<file path="src/design/fdmd_pkg.sv">
// Package for the frame-difference motion detector: payload structs,
// register index codes and sizing constants. No dependencies.
`timescale 1ns / 1ps

package fdmd_pkg;

	localparam int MAX_WIDTH   = 4096;
	localparam int MAX_HEIGHT  = 4096;
	localparam int COORD_W     = 12;
	localparam int SIZE_W      = 13;
	localparam int COUNT_W     = 25;
	localparam int PERMILLE_W  = 10;
	localparam int PERCENT_W   = 7;
	localparam int TOL_W       = 9;
	// count * 1000 and W * H * permille both fit here
	localparam int SCALED_W    = 35;
	localparam int AREA_W      = 25;
	localparam int CFG_INDEX_W = 2;

	localparam logic [COUNT_W-1:0]  COUNT_MAX = {COUNT_W{1'b1}};
	localparam logic [COORD_W-1:0]  COORD_MAX = {COORD_W{1'b1}};
	localparam logic [SIZE_W-1:0]   WIDTH_LIMIT  = SIZE_W'(MAX_WIDTH);
	localparam logic [SIZE_W-1:0]   HEIGHT_LIMIT = SIZE_W'(MAX_HEIGHT);
	localparam logic [SCALED_W-1:0] PERMILLE_SCALE = SCALED_W'(1000);

	// floor(x / 100) = (x * 5243) >> 19, exact for x below 43690
	localparam logic [12:0] PERCENT_RECIP = 13'd5243;
	localparam int          PERCENT_SHIFT = 19;

	// cycles that the derived tolerance and area products need to follow a write
	localparam logic [1:0] SETTLE_CYCLES = 2'd2;

	typedef enum logic [CFG_INDEX_W-1:0] {
		CFG_TOLERANCE_PERCENT = 2'd0,
		CFG_CHANGE_PERMILLE   = 2'd1,
		CFG_FRAME_WIDTH       = 2'd2,
		CFG_FRAME_HEIGHT      = 2'd3
	} cfg_index_t;

	typedef struct packed {
		logic [7:0] first_blue;
		logic [7:0] first_green;
		logic [7:0] first_red;
		logic [7:0] second_blue;
		logic [7:0] second_green;
		logic [7:0] second_red;
	} pixel_pair_t;

	typedef struct packed {
		logic [7:0]         out_blue;
		logic [7:0]         out_green;
		logic [7:0]         out_red;
		logic               pixel_changed;
		logic               frame_end;
		logic [3:0]         status_flags;
		logic [COUNT_W-1:0] changed_count;
		logic [COORD_W-1:0] box_min_x;
		logic [COORD_W-1:0] box_max_x;
		logic [COORD_W-1:0] box_min_y;
		logic [COORD_W-1:0] box_max_y;
	} result_t;

endpackage

</file>
<file path="src/design/frame_difference_motion_detect.sv">
// Frame-difference motion detector: top level, one module.
// Depends on fdmd_pkg for payload structs, register codes and constants.
// An accepted pixel pair passes through the input register and then the result register.
// Throughput: one pixel pair per clock; the result stall and the settle stall hold it back.
// After reset or a configuration write the pixel input stalls while the tolerance and the
// frame-area product settle; configuration writes are always taken (cfg_ready is high).
// Reset (arst_n low, asynchronous) restores 10 %, 50 permille, 640 x 480 and an empty frame.
`timescale 1ns / 1ps

module frame_difference_motion_detect (
	input  logic                                   clk,
	input  logic                                   arst_n,
	// pixel pair channel
	input  logic                                   pix_valid,
	output logic                                   pix_stall,
	input  fdmd_pkg::pixel_pair_t                  pix,
	// result channel
	output logic                                   res_valid,
	input  logic                                   res_stall,
	output fdmd_pkg::result_t                      res,
	// configuration write channel
	input  logic                                   cfg_valid,
	output logic                                   cfg_ready,
	input  logic [fdmd_pkg::CFG_INDEX_W-1:0]       cfg_index,
	input  logic [fdmd_pkg::SIZE_W-1:0]            cfg_data
);

	// ------------------------------------------------------------------
	// Configuration registers
	// ------------------------------------------------------------------
	logic [fdmd_pkg::PERCENT_W-1:0]  tol_percent_q;
	logic [fdmd_pkg::PERMILLE_W-1:0] permille_q;
	logic [fdmd_pkg::SIZE_W-1:0]     width_q;
	logic [fdmd_pkg::SIZE_W-1:0]     height_q;
	logic [1:0]                      settle_q;
	logic                            cfg_wr;

	assign cfg_ready = 1'b1;
	assign cfg_wr    = cfg_valid & cfg_ready;

	always_ff @(posedge clk or negedge arst_n) begin
		if (!arst_n) begin
			tol_percent_q <= fdmd_pkg::PERCENT_W'(10);
			permille_q    <= fdmd_pkg::PERMILLE_W'(50);
			width_q       <= fdmd_pkg::SIZE_W'(640);
			height_q      <= fdmd_pkg::SIZE_W'(480);
		end else if (cfg_wr) begin
			unique case (fdmd_pkg::cfg_index_t'(cfg_index))
				fdmd_pkg::CFG_TOLERANCE_PERCENT: tol_percent_q <= cfg_data[fdmd_pkg::PERCENT_W-1:0];
				fdmd_pkg::CFG_CHANGE_PERMILLE:   permille_q    <= cfg_data[fdmd_pkg::PERMILLE_W-1:0];
				fdmd_pkg::CFG_FRAME_WIDTH:       width_q       <= cfg_data;
				fdmd_pkg::CFG_FRAME_HEIGHT:      height_q      <= cfg_data;
				default: ;
			endcase
		end
	end

	// Hold the pixel input after reset and after each write until the
	// derived values below have caught up with the registers.
	always_ff @(posedge clk or negedge arst_n) begin
		if (!arst_n) begin
			settle_q <= fdmd_pkg::SETTLE_CYCLES;
		end else if (cfg_wr) begin
			settle_q <= fdmd_pkg::SETTLE_CYCLES;
		end else if (settle_q != 2'd0) begin
			settle_q <= settle_q - 2'd1;
		end
	end

	// ------------------------------------------------------------------
	// Derived configuration: effective frame size, tolerance, area product
	// ------------------------------------------------------------------
	logic [fdmd_pkg::SIZE_W-1:0]   eff_width;
	logic [fdmd_pkg::SIZE_W-1:0]   eff_height;
	logic [14:0]                   tol_scaled;
	logic [27:0]                   tol_prod;
	logic [fdmd_pkg::TOL_W-1:0]    tol_q;
	logic [2*fdmd_pkg::SIZE_W-1:0] area_full;
	logic [fdmd_pkg::AREA_W-1:0]   area_q;
	logic [fdmd_pkg::SCALED_W-1:0] thr_prod_q;

	// A zero size counts as one, an oversize one as the limit.
	always_comb begin
		if (width_q == '0) begin
			eff_width = fdmd_pkg::SIZE_W'(1);
		end else if (width_q > fdmd_pkg::WIDTH_LIMIT) begin
			eff_width = fdmd_pkg::WIDTH_LIMIT;
		end else begin
			eff_width = width_q;
		end
		if (height_q == '0) begin
			eff_height = fdmd_pkg::SIZE_W'(1);
		end else if (height_q > fdmd_pkg::HEIGHT_LIMIT) begin
			eff_height = fdmd_pkg::HEIGHT_LIMIT;
		end else begin
			eff_height = height_q;
		end
	end

	// tolerance = floor(255 * percent / 100) by reciprocal multiply
	assign tol_scaled = 15'(tol_percent_q) * 15'd255;
	assign tol_prod   = 28'(tol_scaled) * 28'(fdmd_pkg::PERCENT_RECIP);
	assign area_full  = eff_width * eff_height;

	// The threshold test count > floor(A * p / 1000) is the same as
	// count * 1000 > A * p, so only the product is kept here.
	always_ff @(posedge clk) begin
		tol_q      <= tol_prod[fdmd_pkg::PERCENT_SHIFT +: fdmd_pkg::TOL_W];
		area_q     <= area_full[fdmd_pkg::AREA_W-1:0];
		thr_prod_q <= fdmd_pkg::SCALED_W'(area_q) * fdmd_pkg::SCALED_W'(permille_q);
	end

	// ------------------------------------------------------------------
	// Handshake: input register (s1) and result register (s2)
	// ------------------------------------------------------------------
	logic v_s1;
	logic v_s2;
	logic adv_s2;
	logic move_s1;
	logic accept;

	assign adv_s2    = ~v_s2 | ~res_stall;
	assign move_s1   = v_s1 & adv_s2;
	assign pix_stall = (settle_q != 2'd0) | (v_s1 & ~adv_s2);
	assign accept    = pix_valid & ~pix_stall;
	assign res_valid = v_s2;

	always_ff @(posedge clk or negedge arst_n) begin
		if (!arst_n) begin
			v_s1 <= 1'b0;
			v_s2 <= 1'b0;
		end else begin
			if (accept) begin
				v_s1 <= 1'b1;
			end else if (move_s1) begin
				v_s1 <= 1'b0;
			end
			if (adv_s2) begin
				v_s2 <= v_s1;
			end
		end
	end

	// ------------------------------------------------------------------
	// Raster position, advanced as each request is taken
	// ------------------------------------------------------------------
	logic [fdmd_pkg::COORD_W-1:0] col_q;
	logic [fdmd_pkg::COORD_W-1:0] row_q;
	logic                         last_col;
	logic                         last_row;

	assign last_col = ({1'b0, col_q} + fdmd_pkg::SIZE_W'(1)) >= eff_width;
	assign last_row = ({1'b0, row_q} + fdmd_pkg::SIZE_W'(1)) >= eff_height;

	always_ff @(posedge clk or negedge arst_n) begin
		if (!arst_n) begin
			col_q <= '0;
			row_q <= '0;
		end else if (accept) begin
			if (last_col && last_row) begin
				col_q <= '0;
				row_q <= '0;
			end else if (last_col) begin
				col_q <= '0;
				row_q <= row_q + fdmd_pkg::COORD_W'(1);
			end else begin
				col_q <= col_q + fdmd_pkg::COORD_W'(1);
			end
		end
	end

	fdmd_pkg::pixel_pair_t        pix_s1;
	logic [fdmd_pkg::COORD_W-1:0] col_s1;
	logic [fdmd_pkg::COORD_W-1:0] row_s1;
	logic                         first_s1;
	logic                         last_s1;

	// Payload of the input register: capture the request with its position.
	always_ff @(posedge clk) begin
		if (accept) begin
			pix_s1   <= pix;
			col_s1   <= col_q;
			row_s1   <= row_q;
			first_s1 <= (col_q == '0) && (row_q == '0);
			last_s1  <= last_col && last_row;
		end
	end

	// ------------------------------------------------------------------
	// Per-pixel work on the input register
	// ------------------------------------------------------------------
	logic [7:0]  diff_b;
	logic [7:0]  diff_g;
	logic [7:0]  diff_r;
	logic [2:0]  flags;
	logic        changed;
	logic [10:0] green_wide;
	logic [7:0]  green_sat;

	assign diff_b = (pix_s1.first_blue > pix_s1.second_blue)
		? pix_s1.first_blue - pix_s1.second_blue : pix_s1.second_blue - pix_s1.first_blue;
	assign diff_g = (pix_s1.first_green > pix_s1.second_green)
		? pix_s1.first_green - pix_s1.second_green : pix_s1.second_green - pix_s1.first_green;
	assign diff_r = (pix_s1.first_red > pix_s1.second_red)
		? pix_s1.first_red - pix_s1.second_red : pix_s1.second_red - pix_s1.first_red;

	assign flags[0] = fdmd_pkg::TOL_W'(diff_b) > tol_q;
	assign flags[1] = fdmd_pkg::TOL_W'(diff_g) > tol_q;
	assign flags[2] = fdmd_pkg::TOL_W'(diff_r) > tol_q;
	assign changed  = |flags;

	// green = min(255, blue * 5 / 2)
	assign green_wide = ({pix_s1.second_blue, 2'b00} + 11'(pix_s1.second_blue)) >> 1;
	assign green_sat  = (green_wide > 11'd255) ? 8'hFF : green_wide[7:0];

	// ------------------------------------------------------------------
	// Frame accumulators: flags, count (plain and times 1000), box
	// ------------------------------------------------------------------
	logic [2:0]                    chan_flags_q;
	logic [fdmd_pkg::COUNT_W-1:0]  count_q;
	logic [fdmd_pkg::SCALED_W-1:0] count_k_q;
	logic [fdmd_pkg::COORD_W-1:0]  min_x_q;
	logic [fdmd_pkg::COORD_W-1:0]  max_x_q;
	logic [fdmd_pkg::COORD_W-1:0]  min_y_q;
	logic [fdmd_pkg::COORD_W-1:0]  max_y_q;
	logic [fdmd_pkg::SCALED_W-1:0] thr_q;

	logic [2:0]                    chan_flags_n;
	logic [fdmd_pkg::COUNT_W-1:0]  count_n;
	logic [fdmd_pkg::SCALED_W-1:0] count_k_n;
	logic [fdmd_pkg::COORD_W-1:0]  min_x_n;
	logic [fdmd_pkg::COORD_W-1:0]  max_x_n;
	logic [fdmd_pkg::COORD_W-1:0]  min_y_n;
	logic [fdmd_pkg::COORD_W-1:0]  max_y_n;
	logic [fdmd_pkg::SCALED_W-1:0] thr_use;
	logic                          high_qty;

	always_comb begin
		chan_flags_n = chan_flags_q | flags;
		count_n      = count_q;
		count_k_n    = count_k_q;
		min_x_n      = min_x_q;
		max_x_n      = max_x_q;
		min_y_n      = min_y_q;
		max_y_n      = max_y_q;
		if (changed) begin
			// saturate the count, and the scaled copy with it
			if (count_q != fdmd_pkg::COUNT_MAX) begin
				count_n   = count_q + fdmd_pkg::COUNT_W'(1);
				count_k_n = count_k_q + fdmd_pkg::PERMILLE_SCALE;
			end
			if (col_s1 < min_x_q) min_x_n = col_s1;
			if (col_s1 > max_x_q) max_x_n = col_s1;
			if (row_s1 < min_y_q) min_y_n = row_s1;
			if (row_s1 > max_y_q) max_y_n = row_s1;
		end
	end

	// The threshold is taken at a frame's first pixel; a one-pixel frame
	// compares against the fresh product directly.
	assign thr_use  = first_s1 ? thr_prod_q : thr_q;
	assign high_qty = count_k_n > thr_use;

	always_ff @(posedge clk or negedge arst_n) begin
		if (!arst_n) begin
			chan_flags_q <= '0;
			count_q      <= '0;
			count_k_q    <= '0;
			min_x_q      <= fdmd_pkg::COORD_MAX;
			max_x_q      <= '0;
			min_y_q      <= fdmd_pkg::COORD_MAX;
			max_y_q      <= '0;
		end else if (move_s1) begin
			if (last_s1) begin
				// frame reported: start the next one empty
				chan_flags_q <= '0;
				count_q      <= '0;
				count_k_q    <= '0;
				min_x_q      <= fdmd_pkg::COORD_MAX;
				max_x_q      <= '0;
				min_y_q      <= fdmd_pkg::COORD_MAX;
				max_y_q      <= '0;
			end else begin
				chan_flags_q <= chan_flags_n;
				count_q      <= count_n;
				count_k_q    <= count_k_n;
				min_x_q      <= min_x_n;
				max_x_q      <= max_x_n;
				min_y_q      <= min_y_n;
				max_y_q      <= max_y_n;
			end
		end
	end

	always_ff @(posedge clk) begin
		if (move_s1 && first_s1) begin
			thr_q <= thr_prod_q;
		end
	end

	// ------------------------------------------------------------------
	// Result register
	// ------------------------------------------------------------------
	fdmd_pkg::result_t res_n;
	fdmd_pkg::result_t res_s2;

	always_comb begin
		res_n               = '0;
		res_n.pixel_changed = changed;
		if (changed) begin
			res_n.out_blue  = {1'b0, pix_s1.second_blue[7:1]};
			res_n.out_green = green_sat;
			res_n.out_red   = {1'b0, pix_s1.second_red[7:1]};
		end else begin
			res_n.out_blue  = pix_s1.second_blue;
			res_n.out_green = pix_s1.second_green;
			res_n.out_red   = pix_s1.second_red;
		end
		// summary only on the last pixel; an empty frame reports a zero box
		if (last_s1) begin
			res_n.frame_end     = 1'b1;
			res_n.status_flags  = {high_qty, chan_flags_n};
			res_n.changed_count = count_n;
			if (count_n != '0) begin
				res_n.box_min_x = min_x_n;
				res_n.box_max_x = max_x_n;
				res_n.box_min_y = min_y_n;
				res_n.box_max_y = max_y_n;
			end
		end
	end

	always_ff @(posedge clk) begin
		if (move_s1) begin
			res_s2 <= res_n;
		end
	end

	assign res = res_s2;

endmodule
</file>
<file path="config.mk">
export PLATFORM = sky130hd
export DESIGN_NAME = frame_difference_motion_detect
export DESIGN_NICKNAME = d
export VERILOG_FILES = /design/src/design/fdmd_pkg.sv /design/src/design/frame_difference_motion_detect.sv
export SDC_FILE = /design/constraint.sdc
export NUM_CORES = 2
export LEC_CHECK = 0
export BUFFER_PORTS_ARGS = -buffer_cell sky130_fd_sc_hd__clkbuf_2
export CAP_MARGIN = 20
export CORE_ASPECT_RATIO = 1.5
export CORE_UTILIZATION = 58
export DETAILED_ROUTE_END_ITERATION = 7
export GPL_ROUTABILITY_DRIVEN = 1
export PLACE_DENSITY = 0.79
export SYNTH_ARGS = -nofsm -noshare
export SYNTH_HDL_FRONTEND = slang
export SYNTH_SLANG_ARGS = --single-unit
export TNS_END_PERCENT = 30
</file>
<file path="constraint.sdc">
create_clock -name clk -period 9.81 [get_ports clk]
set_input_delay 1.4715 -clock clk [delete_from_list [all_inputs] [get_ports clk]]
set_output_delay 1.4715 -clock clk [all_outputs]
set_load 0.02 [all_outputs]
</file>
* After elaboration in Yosys (flattened, before gate mapping)
Index checks and enable logic that the tools add are counted.
** Cells by class
- $add $sub $neg :: 14
- $mul :: 4
- Order comparisons :: 16
- Equal/unequal tests :: 4
- Muxes and demuxes :: 39
- Bitwise gates (word level) :: 10
- Reduce and logical (&&, ||, !) cells :: 20
** Operators with widths (number)
- two-way mux 12 bit :: 16
- two-way mux 35 bit :: 4
- two-way mux 78 bit :: 1
- two-way mux 25 bit :: 3
- two-way mux 13 bit :: 4
- two-way mux 48 bit :: 1
- subtractor 8 bit :: 6
- adder 35 x 10 -> 35 bit (second input constant) :: 1
- > comparator 35 bit :: 1
- multiplier 25 x 10 -> 35 bit :: 1
- two-way mux 8 bit :: 4
- multiplier 15 x 13 -> 28 bit (second input constant) :: 1
- > comparator 8 x 9 -> 1 bit :: 3
- adder 12 x 1 -> 13 bit (second input constant) :: 2
- >= comparator 13 bit :: 2
- > comparator 13 bit (second input constant) :: 2
- logical NOT 13 bit :: 2
- adder 25 x 1 -> 25 bit (second input constant) :: 1
- multiplier 13 x 13 -> 25 bit :: 1
- inequality test 25 bit (second input constant) :: 1
- nonzero test 25 bit :: 1
- adder 12 x 1 -> 12 bit (second input constant) :: 2
- > comparator 12 bit :: 2
- > comparator 8 bit :: 3
- other kinds (21) :: 42
** Storage, ports and cells
- Bits in registers :: 463
- Input port bits :: 68
- Output and inout bits :: 106
- Logic and storage cells :: 150

* Logic depth before layout (Yosys ltp)
- Depth after elaboration :: 8
- Gate-level depth with buffers :: 37
- Mapped depth without buffers :: 36

* Worst setup path before layout
OpenSTA, ideal clock, no wires.
- Path type :: register to register
- Start :: register tol_percent_q[1] (netlist bit)
- End :: register tol_q[8] (netlist bit)
- Library setup time :: 0.072 ns
- Arrival :: 9.093 ns
- Data required time :: 9.738 ns
- Path slack :: 0.645 ns
- Stages on the path, launching flop included :: 34
- Path buffers :: 0
- Clock period less this slack :: 9.165 ns
- Cells stage by stage :: dfstp_2 > inv_1 > fa_1 > inv_1 > ha_1 > inv_1 > fa_1 > fa_1 > inv_1 > ha_1 > inv_1 > o21ai_0 > a2111oi_0 > o41ai_1 > nand2_1 > a21oi_1 > xor2_1 > xnor2_1 > fa_1 > fa_1 > fa_1 > inv_1 > fa_1 > inv_1 > ha_1 > a21oi_1 > o21ai_0 > a2111oi_0 > a21oi_1 > a41o_1 > o21ai_0 > o21ai_0 > o41ai_1 > xnor2_1
** Between the ends
- Word-level cells in the longest chain between the ends :: 2
** Ends and longest elaborated chain
- start, declared :: line frame_difference_motion_detect.sv:31 : logic [fdmd_pkg::PERCENT_W-1:0] tol_percent_q;
- start signal, assigned :: line frame_difference_motion_detect.sv:43 : tol_percent_q <= fdmd_pkg::PERCENT_W'(10);
- start signal, assigned :: line frame_difference_motion_detect.sv:49 : fdmd_pkg::CFG_TOLERANCE_PERCENT: tol_percent_q <= cfg_data[fdmd_pkg::PERCENT_W-1:0];
- multiplier 7 x 8 -> 15 bit :: line frame_difference_motion_detect.sv:101 : assign tol_scaled = 15'(tol_percent_q) * 15'd255;
- multiplier 15 x 13 -> 28 bit :: line frame_difference_motion_detect.sv:102 : assign tol_prod = 28'(tol_scaled) * 28'(fdmd_pkg::PERCENT_RECIP);
- net tol_prod[27] :: line frame_difference_motion_detect.sv:76 : logic [27:0] tol_prod;
- end signal, assigned :: line frame_difference_motion_detect.sv:108 : tol_q <= tol_prod[fdmd_pkg::PERCENT_SHIFT +: fdmd_pkg::TOL_W];
- end, declared :: line frame_difference_motion_detect.sv:77 : logic [fdmd_pkg::TOL_W-1:0] tol_q;
The timed path passes the listed nets, and every way through them passes these cells.
A chain may end at the register's enable or synchronous reset.

* Worst setup path after layout
Ends and elaborated chain as after synthesis.

==> metrics.md <==
| Metric | Value |
|---|---|
| Largest net degree at the start of global routing | `between 70 and 80` |
| Total Neg Setup Slack | `0 ns` |
| H-tree depth | `2` |
| Arr. time, crit path | `9.81 ns` |
| Synth unique cells | `83` |
| Drt drc | `125` |
| Post-synth ARST share | `38.9%` |
| Fin crit period | `9.28 ns` |
| Max-Cap Viols | `0` |
| Clk buf depth | `3` |
| Antenna Nets Post-Route | `0` |
| Row cnt | `~120` |
| Slew Limit Headroom | `a little under a quarter` |
| Io pins | `174` |
| Layout area overhead | `7.95%` |
| Gpl congestion | `0.918` |
| Yosys top cell by area | `fa_1` |
| Number of buffers and inverters on the critical path | `11` |
| Total Routed Length | `between 90,000 and 100,000 um` |
| Input/output buffers | `172` |
| Post-Syn Area | `between 40,000 and 50,000 sq um` |
| Cell count after synthesis | `approximately 4,100` |
| CORE AREA | `around 70,000 sq um` |
| Hold Fails Final Rpt | `0` |
| Synth top area share | `about a fifth` |
| Initial Util | `around three fifths` |
| Synth cell count leaders | `595 x inv_1, 458 x ha_1, 417 x nand2_1` |
| Vias | `slightly below 30,000` |
| Via density per instance | `about 5.8` |
| Crit-path slowest cell | `a2111oi_1` |
| Share of cells above drive strength 1 | `9.56%` |
| Initial antenna violation count | `1` |
| Initial DRT Pass Iterations | `8` |
| Most frequent cell after synthesis | `inv_1` |
| Slew Viols, Final | `0` |
| Clock-pin slew on the worst setup and hold paths | `0.06 ns` |
| CP most frequent cell | `inv_1` |
| Run status | `complete, but fails checks` |
| First-pass GRT wire length | `156,000 um` |
| Initial drt markers | `1,691` |
| # clock sinks | `460` |
| Setup bufs post-CTS | `0` |
| WHS | `between 0.4 and 0.5 ns` |
| Startpoint Class | `flop` |
| HP Class | `flop to flop` |
| Wirelength per Cell | `approximately 18 um` |
| Failing checks | `design-rule violations` |
| Count of final setup violators | `0` |
| Crit path launch | `tol_percent_q[1]` |
| Worst stage delay on the critical path | `0.65 ns` |
| Final #Nets | `5,117` |
| Max Clock Skew | `~0.024 ns` |
| Clock Root Buffer | `clkbuf_16` |
| Syn Area/Cell | `10.0 sq um` |
| Seq/Total Area, Yosys | `29.8%` |
| Worst skew pair latency | `around 0.62 ns` |
| Gr usage total | `27.1%` |
| Period utilisation layout | `a little over nine tenths` |
| Syn_nets | `roughly 5,000` |
| GR Overflow Total | `0` |
| Peak Freq | `approximately 0.11 GHz` |
| Warnings from Yosys | `0` |
| Die area | `72,200 sq um` |
| EDFF count, synth | `212` |
| Detailed placer's ending HPWL | `72,500 um` |
| Synth Flop Type | `edfxtp_1` |
| Worst path top cell family by delay | `adder cells` |
| Worst setup EP type | `flop` |
| CTS tree | `built` |
| Worst-margin pin slew | `1.14 ns` |
| WP data required | `10.35 ns` |
| Top cells by area, synth | `fa_1 19%, edfxtp_1 15%, ha_1 14%` |
| Number of global-route vias before repair | `roughly 31,000` |
| Die Wd | `220 um` |
| R2R Path Start | `tol_percent_q[1]` |
| Height of the die | `329 um` |
| RSZ-0062 raised after global routing | `false` |
| Crit Path Class | `flop to flop` |
| Hold Crit Start | `thr_prod_q[0]` |
| Crit-path max FO | `5` |
| Total CTS buffers | `47` |
| FF+latch count, synth | `460` |
-- worst paths after layout --
path	end	slack (ns)	cells past startpoint
max	tol_q[8]	0.53	35
min	thr_q[0]	0.43	0
max reg2reg	tol_q[8]	0.53	35
min reg2reg	thr_q[0]	0.43	0
max in group asynchronous	tol_percent_q[6]	6.84	3
min in group asynchronous	count_q[13]	0.84	1
-- logic make-up (layout without fill, tap and decap cells) --
group	after synthesis	count (layout)	synth area share (%)
buffers and inverters	774	893	7.12
DFF	460	460	29.8
adders and majority gates	850	850	32.9
muxes	179	179	4.52
and+or+nand+nor	1106	1106	12.6
other	1	2	0.00910
xor gates and xnor gates	187	187	3.97
AOI/OAI and AO/OA	561	561	9.10
-- sequential cells by signal, summed over array words and instances (netlist names), 3 cells and up --
name	flops
res	103
pix_s1	48
thr_prod_q	35
thr_q	35
count_k_q	32
area_q	25
count_q	25
height_q	13
width_q	13
col_q	12
col_s1	12
max_x_q	12
max_y_q	12
min_x_q	12
min_y_q	12
row_q	12
row_s1	12
permille_q	10
tol_q	9
tol_percent_q	7
chan_flags_q	3
-- cell usage in the layout (no fill, tap or decap), drive strengths merged, types with 8 or more instances in the layout --
cell,count
o21ai,125
a22o,39
o21a,19
o211ai,10
and2,119
mux2i,122
dfxtp,69
or2,9
xor2,66
o22ai,8
fa,392
mux2,57
nor2,254
dfrtp,143
ha,458
nor4,14
clkinv,15
nand2,417
buf,36
a21oi,120
xnor2,121
o22a,26
a21o,75
nand3,67
edfxtp,212
or3,10
a31oi,27
o21bai,16
dfstp,36
inv,601
nand2b,22
o31ai,16
and3,28
clkbuf,232
nor2b,53
nor3,41
nand4,42
a211oi,18
-- final cells by class --
cell class	instances	area (sq um)
fillers	5542	25800
flip-flops and latches	460	12300
well taps	907	1130
clock buffers	60	1310
inverters	598	2250
multi-input cells	2884	26000
diodes	1	2.50
clock inverters	27	353
repair buffers	208	1140
-- per-stage QoR --
stage,util [%],cell area [sq um],worst slack (ns),std cells
2_1_floorplan,-,41200,0.645,4118
3_3_place_gp,60.9,42800,0.245,5057
3_5_place_dp,60.9,42800,-0.173,5057
4_1_cts,63.3,44500,0.0586,5144
5_1_grt,63.3,44500,0.0238,5144
6_report,63.3,44500,0.532,5145
-- repair_timing --
item	CTS	global route
pin swaps	0	1
hold buffers	0	0
resized for setup	2	4
endpoints found under the setup margin	1	4
-- routing by layer --
metal	part of all wire, %	GRT usage [%]
met5	0	0
met4	5.6	14.3
met3	5.2	3.39
met2	52	49.4
met1	37	30.5
Power is not shown: default switching activity piles up to over one toggle a cycle in this logic, so the estimate is an artifact.
